## config.mk

```make
export PLATFORM = sky130hd
export DESIGN_NAME = fsn_div_cell
export DESIGN_NICKNAME = d
export VERILOG_FILES = /design/src/rtl/fsn_pkg.sv /design/src/rtl/fsn_div_cell.sv
export SDC_FILE = /design/constraint.sdc
export NUM_CORES = 1
export LEC_CHECK = 0
export BUFFER_PORTS_ARGS = -buffer_cell sky130_fd_sc_hd__buf_4
export CAP_MARGIN = 10
export CELL_PAD_IN_SITES_DETAIL_PLACEMENT = 0
export CELL_PAD_IN_SITES_GLOBAL_PLACEMENT = 1
export CORE_MARGIN = 2
export CORE_UTILIZATION = 41
export DETAILED_ROUTE_END_ITERATION = 16
export GPL_TIMING_DRIVEN = 0
export HOLD_SLACK_MARGIN = 0.15
export PLACE_DENSITY_LB_ADDON = 0.3
export SKIP_CTS_REPAIR_TIMING = 1
export SLEW_MARGIN = 20
export SYNTH_ARGS = -nofsm -noshare
export SYNTH_HDL_FRONTEND = slang
export SYNTH_SLANG_ARGS = --single-unit
```

## constraint.sdc

```tcl
create_clock -name aclk -period 9.5 [get_ports aclk]
set_input_delay 0.95 -clock aclk [delete_from_list [all_inputs] [get_ports aclk]]
set_output_delay 0.95 -clock aclk [all_outputs]
set_load 0.01 [all_outputs]
```

## src/rtl/fsn_pkg.sv

```systemverilog
package fsn_pkg;

    localparam int MAX_OCTAVES_DEF = 8;
    // Accumulator widths are sized for the largest supported octave count.
    localparam int OCT_LIMIT = 16;

    localparam int CNT_W   = 4;
    localparam int REG_W   = 24;
    localparam int COORD_W = 32;
    localparam int OUT_W   = 18;
    localparam int IDX_W   = 3;

    localparam int NOISE_W = 24;
    localparam int WP_W    = 48;
    localparam int SUM_W   = WP_W + $clog2(OCT_LIMIT);
    localparam int TOT_W   = REG_W + $clog2(OCT_LIMIT);
    localparam int MAG_W   = SUM_W - 1;

    localparam int OCT_STAGES = 13;
    localparam int DIV_STAGES = OUT_W + 1;

    localparam int FX_ONE  = 65536;
    localparam int FX_HALF = 32768;
    localparam logic signed [15:0] SKEW_F     = 16'sd23988;
    localparam logic signed [14:0] SKEW_G     = 15'sd13849;
    localparam logic signed [22:0] NOISE_GAIN = 23'sd2964236;

    localparam logic signed [OUT_W-1:0] OUT_MAX = OUT_W'(131071);
    localparam logic signed [OUT_W-1:0] OUT_MIN = OUT_W'(-131072);

    localparam logic [CNT_W-1:0] RST_OCTAVE_COUNT   = CNT_W'(1);
    localparam logic [REG_W-1:0] RST_BASE_FREQUENCY = REG_W'(65536);
    localparam logic [REG_W-1:0] RST_BASE_AMPLITUDE = REG_W'(65536);
    localparam logic [REG_W-1:0] RST_LACUNARITY     = REG_W'(131072);
    localparam logic [REG_W-1:0] RST_PERSISTENCE    = REG_W'(32768);

    typedef enum logic [IDX_W-1:0] {
        REG_OCTAVE_COUNT   = 3'd0,
        REG_BASE_FREQUENCY = 3'd1,
        REG_BASE_AMPLITUDE = 3'd2,
        REG_LACUNARITY     = 3'd3,
        REG_PERSISTENCE    = 3'd4
    } fsn_reg_t;

    typedef struct packed {
        logic [CNT_W-1:0] octave_count;
        logic [REG_W-1:0] lacunarity;
        logic [REG_W-1:0] persistence;
    } fsn_cfg_t;

    typedef struct packed {
        logic signed [COORD_W-1:0] coord_x;
        logic signed [COORD_W-1:0] coord_y;
        logic [REG_W-1:0]          freq;
        logic [REG_W-1:0]          amp;
        logic signed [SUM_W-1:0]   sum;
        logic [TOT_W-1:0]          total;
    } fsn_oct_bus_t;

    typedef struct packed {
        logic [MAG_W-1:0] rem;
        logic [TOT_W-1:0] den;
        logic [OUT_W-1:0] quo;
        logic             neg;
        logic             ovf;
        logic             zero;
    } fsn_div_bus_t;

    localparam logic [7:0] PERM_ROM [256] = '{
        8'd151, 8'd160, 8'd137, 8'd91,  8'd90,  8'd15,  8'd131, 8'd13,
        8'd201, 8'd95,  8'd96,  8'd53,  8'd194, 8'd233, 8'd7,   8'd225,
        8'd140, 8'd36,  8'd103, 8'd30,  8'd69,  8'd142, 8'd8,   8'd99,
        8'd37,  8'd240, 8'd21,  8'd10,  8'd23,  8'd190, 8'd6,   8'd148,
        8'd247, 8'd120, 8'd234, 8'd75,  8'd0,   8'd26,  8'd197, 8'd62,
        8'd94,  8'd252, 8'd219, 8'd203, 8'd117, 8'd35,  8'd11,  8'd32,
        8'd57,  8'd177, 8'd33,  8'd88,  8'd237, 8'd149, 8'd56,  8'd87,
        8'd174, 8'd20,  8'd125, 8'd136, 8'd171, 8'd168, 8'd68,  8'd175,
        8'd74,  8'd165, 8'd71,  8'd134, 8'd139, 8'd48,  8'd27,  8'd166,
        8'd77,  8'd146, 8'd158, 8'd231, 8'd83,  8'd111, 8'd229, 8'd122,
        8'd60,  8'd211, 8'd133, 8'd230, 8'd220, 8'd105, 8'd92,  8'd41,
        8'd55,  8'd46,  8'd245, 8'd40,  8'd244, 8'd102, 8'd143, 8'd54,
        8'd65,  8'd25,  8'd63,  8'd161, 8'd1,   8'd216, 8'd80,  8'd73,
        8'd209, 8'd76,  8'd132, 8'd187, 8'd208, 8'd89,  8'd18,  8'd169,
        8'd200, 8'd196, 8'd135, 8'd130, 8'd116, 8'd188, 8'd159, 8'd86,
        8'd164, 8'd100, 8'd109, 8'd198, 8'd173, 8'd186, 8'd3,   8'd64,
        8'd52,  8'd217, 8'd226, 8'd250, 8'd124, 8'd123, 8'd5,   8'd202,
        8'd38,  8'd147, 8'd118, 8'd126, 8'd255, 8'd82,  8'd85,  8'd212,
        8'd207, 8'd206, 8'd59,  8'd227, 8'd47,  8'd16,  8'd58,  8'd17,
        8'd182, 8'd189, 8'd28,  8'd42,  8'd223, 8'd183, 8'd170, 8'd213,
        8'd119, 8'd248, 8'd152, 8'd2,   8'd44,  8'd154, 8'd163, 8'd70,
        8'd221, 8'd153, 8'd101, 8'd155, 8'd167, 8'd43,  8'd172, 8'd9,
        8'd129, 8'd22,  8'd39,  8'd253, 8'd19,  8'd98,  8'd108, 8'd110,
        8'd79,  8'd113, 8'd224, 8'd232, 8'd178, 8'd185, 8'd112, 8'd104,
        8'd218, 8'd246, 8'd97,  8'd228, 8'd251, 8'd34,  8'd242, 8'd193,
        8'd238, 8'd210, 8'd144, 8'd12,  8'd191, 8'd179, 8'd162, 8'd241,
        8'd81,  8'd51,  8'd145, 8'd235, 8'd249, 8'd14,  8'd239, 8'd107,
        8'd49,  8'd192, 8'd214, 8'd31,  8'd181, 8'd199, 8'd106, 8'd157,
        8'd184, 8'd84,  8'd204, 8'd176, 8'd115, 8'd121, 8'd50,  8'd45,
        8'd127, 8'd4,   8'd150, 8'd254, 8'd138, 8'd236, 8'd205, 8'd93,
        8'd222, 8'd114, 8'd67,  8'd29,  8'd24,  8'd72,  8'd243, 8'd141,
        8'd128, 8'd195, 8'd78,  8'd66,  8'd215, 8'd61,  8'd156, 8'd180
    };

    // Q8.16 scale with saturation to the register range.
    function automatic logic [REG_W-1:0] scale_sat(input logic [REG_W-1:0] a,
                                                   input logic [REG_W-1:0] m);
        logic [2*REG_W-1:0] p;
        p = a * m;
        if (|p[2*REG_W-1:REG_W+16]) begin
            return {REG_W{1'b1}};
        end
        return p[REG_W+15:16];
    endfunction

endpackage

```

## src/rtl/fsn_div_cell.sv

```systemverilog
module fsn_div_cell #(
    parameter int BIT = 0
) (
    input  logic                  aclk,
    input  logic                  aresetn,
    input  logic                  en,
    input  logic                  in_vld,
    input  fsn_pkg::fsn_div_bus_t in_bus,
    output logic                  out_vld,
    output fsn_pkg::fsn_div_bus_t out_bus
);
    import fsn_pkg::*;

    logic [MAG_W-1:0] shifted;
    fsn_div_bus_t     bus_next;
    logic             vld_reg;

    assign shifted = MAG_W'(in_bus.den) << BIT;

    // The top cell only flags a quotient too large for the output; the rest
    // each settle one quotient bit.
    generate
        if (BIT >= OUT_W) begin : g_ovf
            always_comb begin
                bus_next = in_bus;
                bus_next.ovf = in_bus.rem >= shifted;
            end
        end else begin : g_bit
            always_comb begin
                bus_next = in_bus;
                if (!in_bus.ovf && in_bus.rem >= shifted) begin
                    bus_next.rem = in_bus.rem - shifted;
                    bus_next.quo[BIT] = 1'b1;
                end
            end
        end
    endgenerate

    always_ff @(posedge aclk) begin
        if (!aresetn) begin
            vld_reg <= 1'b0;
        end else if (en) begin
            vld_reg <= in_vld;
        end
    end

    always_ff @(posedge aclk) begin
        if (en) begin
            out_bus <= bus_next;
        end
    end

    assign out_vld = vld_reg;

endmodule

```

### Word level (Yosys, flattened, before mapping)

Cells that the tools add are included.

* $add $sub $neg: 1
* order comparisons: 1
* mux-type cells: 1
* reductions and logical operators: 2

Operators by type and width (count)
* $ge A51 B28 Y1: 1
* $mux W51: 1
* $sub A51 B28 Y51: 1
* $logic_and A1 B1 Y1: 1
* $logic_not A1 Y1: 1

* bits in registers: 101
* input bits: 104
* word-level logic and storage cells: 13

### Logic depth before layout (Yosys ltp)

Gate-level depths: netlist of run 1.

* depth after elaboration: 3
* depth in mapped cells: 12
* depth with buffers taken out: 11

### Least setup slack after synthesis of run 1

Ideal clock, no wire load.

* path type: input-to-reg
* start: in in_bus[42] in the netlist's numbering
* end: reg out_bus[83] in the netlist's numbering, data pin
* library setup time: 0.268 ns
* arrival: 3.388 ns
* setup slack: 5.844 ns
* stages: 12
* path buffers: 2
* cells stage by stage: inv_1 -> ha_1 -> clkbuf_1 -> nand4_1 -> nor4_1 -> nand3_1 -> a211oi_1 -> o31ai_1 -> or4b_1 -> buf_2 -> o41ai_1 -> o21ai_1

RTL lines
* from (decl): line fsn_div_cell.sv:8 `input fsn_pkg::fsn_div_bus_t in_bus,`
* to (signal assigned): line fsn_div_cell.sv:49 `out_bus <= bus_next;`
* to (decl): line fsn_div_cell.sv:10 `output fsn_pkg::fsn_div_bus_t out_bus`

==> impl_metrics.csv, run 1 <==
group,metric,value,unit
floorplanning,ios,205,
floorplanning,rows,42,
worst_setup_path,endpoint_kind,"flop",
synthesis,syn_area_per_cell,10.8,um2
pwr,seqPwrFrac,44.7,%
synthesis,synth_cell_types,56,
timing,fin_setup_tns,0,ns
pwr,clockPowerShare,32.7,%
timing,hold_viol_final,0,
run,drv_cap,0,
layout,fin_nets,871,
timing,period_share,40.4,%
drt,finalWirelength,14.6,mm
cts,ctsRootBufferMaster,"clkbuf_16",
floorplanning,initial_core_util,42.3,%
layout,diodes,0,
cts,clockBufferDepth,2,
placed_design,dp_slack,5.32,ns
grt,gr-total-overflow,0,
pwr,comb_power_share,22.6,%
synthesis,synth_area_leader_cell,"edfxtp_1",
drt,drc_errors,0,
placed_design,place_area,7420,um2
cts,cts_buffers,9,
worst_setup_path,required,9.62,ns
timing,finalSetupViolations,0,
drt,postRouteAntennaNets,0,
drt,viasPerCell,5.16,
drt,avgRoutedWirePerCell,15.9,um
timing,worst_slack,5.66,ns
placed_design,port_buffers,203,
grt,grt_pass1_vias,4624,
cts,insertion_delay,0.35,ns
timing,worst_slew_pin_slew,0.901,ns
worst_setup_path,start_kind,"input pin",
timing,slew_headroom,39.9,%
pwr,switching_share,26.6,%
floorplanning,die_area,14800,um2
pwr,p_leak,0.00325,uW
drt,dr.pass1.iters,4,
timing,fin_skew,0,ns
floorplanning,fp.dieH,122,um
grt,grt_usage,19.8,%
synthesis,ys_async_sr_fraction,0,%
synthesis,synth_most_common_cell,"edfxtp_1",
timing,period_needed,3.84,ns
grt,grt_pass1_wl,22.8,mm
layout,fillers,1204,
pwr,ir_worst_vdd,0.0000917,V
floorplanning,coreArea,13400,um2
synthesis,synth_edf_count,100,
pwr,p_switching,327,uW
grt,antenna_found_initial,0,
worst_hold_path,hold_path.class,"flop to flop",
pwr,internal_power,903,uW
drt,first_iter_violations,241,
synthesis,syn-cell-area,5670,um2
worst_setup_path,critPathMaxFanout,8,
synthesis,ys_seq_area_share,53.3,%
drt,vias,4738,
layout,finalInstanceArea,7740,um2
timing,fmax,0.260,GHz
placed_design,hpwl,11.2,mm
synthesis,synth_commonest_cells,"100 x edfxtp_1, 51 x nand2_1, 42 x o21ai_0",
pwr,finalPower,1230,uW
grt,grt_start_max_net_pins,102,
pwr,power_density,159,nW/um2
synthesis,synth.area.top_cells,"edfxtp_1 53%, ha_1 6.2%, xor2_1 4.5%",
cts,clock-sinks,101,
worst_setup_path,cp.arrival,3.96,ns
synthesis,synth_warnings,0,
cts,cts_tree,"yes",
placed_design,place.gp.congestion,0.872,
run_status,outcome,"complete, no violations",
layout,drive_gt1_share,31.0,%
cts,clkTransAtPathRegs,0.08,ns
synthesis,ys_seq_elements,101,
synthesis,synth_top_area_share,52.9,%
worst_setup_path,worst-setup-path-type,"input pin to flop",
timing,slew_violations,0,
layout,area_delta_synth_final,36.5,%
timing,rsz0062_at_grt,"false",
synthesis,synth_ff_type,"edfxtp_1",
cts,htree_num_levels,3,
floorplanning,fp.dieW,122,um
synthesis,postSynthCellCount,524,
synthesis,synth_nets,657,
[critical path, stage by stage]
cell,delay (ns)
buf_4,0.09
inv_1,0.04
ha_1,0.26
clkbuf_1,0.29
nand4_1,0.23
nor4_1,0.50
nand3_1,0.13
a211oi_1,0.28
or3_1,0.21
nand3_1,0.23
or4_1,0.59
xnor2_1,0.15
[cells in the final DEF, fill, tap and decap left out, types with 6 or more instances in the layout]
cell type,instances
a211oi_1,6
a21o_1,12
a21oi_1,30
buf_4,202
clkbuf_1,20
clkbuf_16,9
edfxtp_1,100
ha_1,28
inv_1,33
nand2_1,51
nand2b_1,7
nand3_1,12
nand4_1,10
nor2_1,23
nor3_1,18
nor4_1,9
o21ai_0,42
xnor2_1,16
xor2_1,29
[routing by layer]
layer	vias up	track usage, %	part of all wire [%]
li1	2369	-	-
met1	2194	25.7	44
met2	160	32.2	47
met3	15	4.63	8.1
met4	0	7.97	1.4
met5	-	0	0
[state kept, by name, indices dropped and copies added, names as in the netlist]
register	count
out_bus	100
out_vld	1
[area by class of cell]
cell class                 instances  area (um2)  area share, %
buffer                            21        80.1           1.03
clock buffer                      10         229           2.96
clock inverter                     6        95.1           1.23
inverter                          33         124           1.60
multi-input combinational        369        2440           31.6
sequential                       101        3020           39.0
tap                              176         220           2.84
timing repair buffer             203        1530           19.7
[logic make-up (layout without fill, tap and decap cells)]
family                     count (synthesis)  count (layout)  synth area share, %
and+or+nand+nor                          167             167                 15.5
buffers and inverters                     54             273                 3.60
muxes                                      3               3                0.574
DFF                                      101             101                 53.3
adders and majority gates                 29              29                 6.53
xor gates and xnor gates                  45              45                 6.95
AOI/OAI and AO/OA                        125             125                 13.6
[worst paths after layout]
kind	start	to	slack [ns]	cells past startpoint
max	in_bus[42]	out_bus[94]	5.66	12
min reg2reg	out_vld	out_vld	0.54	2
max reg2reg	out_vld	out_vld	8.89	2
min	out_vld	out_vld	0.54	2
[power groups by stage]
stage          clock [uW]  combinational (uW)  sequential (uW)
6_report              402                 277              550
5_1_grt               427                 307              554
4_1_cts               412                 279              551
3_5_place_dp            0                 278              560
3_3_place_gp            0                 275              559
2_1_floorplan           0                 116              582
[per-stage QoR]
stage	instances	utilization, %	hold WS [ns]
after floorplan	524	-	0.538
after global placement	903	55.3	0.508
after detailed placement	903	55.4	0.527
after CTS	919	57.8	0.539
after global routing	919	57.8	0.588
final	919	57.8	0.537
Note: power is estimated with default switching activity, not from simulation.
==> run 2, diff against run 1 <==
- CORE_UTILIZATION: 41 -> 38
- clock period: 9.5 -> 3.9 ns (I/O delays scaled with it)
==> run 2 against run 1 <==
Net effect:
- highest routed layer unchanged
- flip-flop and latch count is the same
- utilization fell by 4.8 points
- largest power group unchanged
- non-clock buffer count did not move
- register-to-register slack worse by 5.6 ns
- setup slack lost 5.0 ns
==> impl_metrics.csv, run 2 (synthesized netlist as in run 1, its figures left out) <==
group,metric,value,unit
floorplanning,rows,44,
cts,clock-sinks,101,
timing,fmax,0.307,GHz
layout,finalInstanceArea,7700,um2
grt,antenna_found_initial,0,
cts,ctsRootBufferMaster,"clkbuf_16",
drt,finalWirelength,15.0,mm
floorplanning,fp.dieH,126,um
drt,postRouteAntennaNets,0,
cts,htree_num_levels,3,
timing,fin_setup_tns,0,ns
pwr,power_density,371,nW/um2
layout,mostFrequentLayoutCells,"202 x buf_4, 100 x edfxtp_1, 51 x nand2_1",
layout,area_delta_synth_final,35.7,%
cts,cts_buffers,9,
layout,ff_latch_area,3020,um2
layout,fillers,1361,
placed_design,hpwl,11.6,mm
grt,grt_pass1_vias,4743,
layout,largest_reg_flops,100,
drt,avgRoutedWirePerCell,16.2,um
timing,slew_headroom,35.4,%
grt,grt_usage,18.7,%
drt,drc_errors,0,
timing,finalSetupViolations,0,
grt,grt_start_max_net_pins,102,
floorplanning,ios,205,
layout,drive_gt1_share,30.8,%
worst_setup_path,slowest_stage,"nor4_1",
cts,clkTransAtPathRegs,0.07,ns
drt,viasPerCell,5.10,
grt,grt_pass1_wl,23.8,mm
timing,fin_skew,0,ns
run_status,outcome,"complete, no violations",
floorplanning,die_area,15900,um2
worst_setup_path,cp.arrival,3.36,ns
placed_design,place_area,7430,um2
worst_setup_path,critPathMaxFanout,8,
worst_setup_path,endpoint_kind,"flop",
drt,dr.pass1.iters,5,
layout,largest-register,"out_bus",
grt,gr-total-overflow,0,
cts,clockBufferDepth,2,
worst_hold_path,hold_path.class,"input pin to flop",
drt,first_iter_violations,273,
drt,vias,4729,
timing,period_share,83.6,%
cts,cts_tree,"yes",
worst_setup_path,crit_chain,"buf_4, inv_1, ha_1, clkbuf_1, nand4_1, nor4_1, nand3_1, a211oi_1, o31ai_1, or4b_1, buf_2, o41ai_1, o21ai_1",
worst_setup_path,max_stage_delay,0.49,ns
layout,layout_commonest_cell,"buf_4",
placed_design,place.gp.congestion,0.861,
timing,worst_slew_pin_slew,0.969,ns
layout,fin_nets,871,
layout,diodes,0,
worst_setup_path,required,4.00,ns
floorplanning,initial_core_util,39.0,%
floorplanning,fp.dieW,126,um
placed_design,port_buffers,203,
cts,insertion_delay,0.35,ns
timing,slew_violations,0,
run,drv_cap,0,
timing,rsz0062_at_grt,"false",
worst_setup_path,worst-setup-path-type,"input pin to flop",
worst_setup_path,start_kind,"input pin",
placed_design,dp.cells,911,
pwr,p_leak,0.00322,uW
layout,multiInputGateArea,2440,um2
layout,instances_no_fill,927,
timing,hold_viol_final,0,
timing,period_needed,3.26,ns
pwr,ir_worst_vdd,0.000180,V
timing,fin_hold_ws,0.210,ns
pwr,finalPower,2860,uW
floorplanning,coreArea,14500,um2
==> run 2: metrics by stage <==
stage | worst slack (ns) | utilization [%]
final | 0.640 | 53.0
after global routing | 0.304 | 53.0
after CTS | 0.615 | 53.0
after detailed placement | 0.256 | 51.1
after global placement | 0.275 | 51.1
after floorplan | 0.804 | -
==> run 2: path summary, 6_finish.rpt <==
check	startpoint	endpoint	slack [ns]	depth (start not counted)
max	in_bus[41]	out_bus[83]	0.64	13
min	in_bus[2]	out_bus[2]	0.21	1
max reg2reg	out_vld	out_vld	3.28	2
min reg2reg	out_vld	out_vld	0.55	2
==> run 2: layer usage <==
metal	vias up	track usage, %	wire (um)
met3	12	5.27	905
met1	2207	25.2	6880
met2	138	29.4	7070
met4	0	5.69	174
li1	2372	-	-
met5	-	0	0
==> run 2: cell type report <==
| cell class | instances | share of cell area, % |
|---|---|---|
| Buffer | 21 | 1.04 |
| Tap cell | 184 | 2.99 |
| Clock inverter | 6 | 0.520 |
| Multi-Input combinational cell | 369 | 31.8 |
| Inverter | 33 | 1.61 |
| Clock buffer | 10 | 2.97 |
| Timing Repair Buffer | 203 | 19.8 |
| Sequential cell | 101 | 39.3 |
==> run 2: worst max-delay path, delay by kind of cell <==
kind	cells	cell delay [ns]
AO/OA/AOI/OAI	4	0.81
adder cells (fa/ha/maj)	1	0.26
buffers and inverters	4	0.61
AND/OR/NAND/NOR	4	1.30
==> run 2: where the power goes <==
part | internal, uW | switching [uW] | total (uW) | leakage (uW)
registers | 1310 | 27.4 | 1340 | 0.000986
logic | 318 | 361 | 679 | 0.00211
clock network | 431 | 406 | 837 | 0.000122
total | 2060 | 794 | 2860 | 0.00322
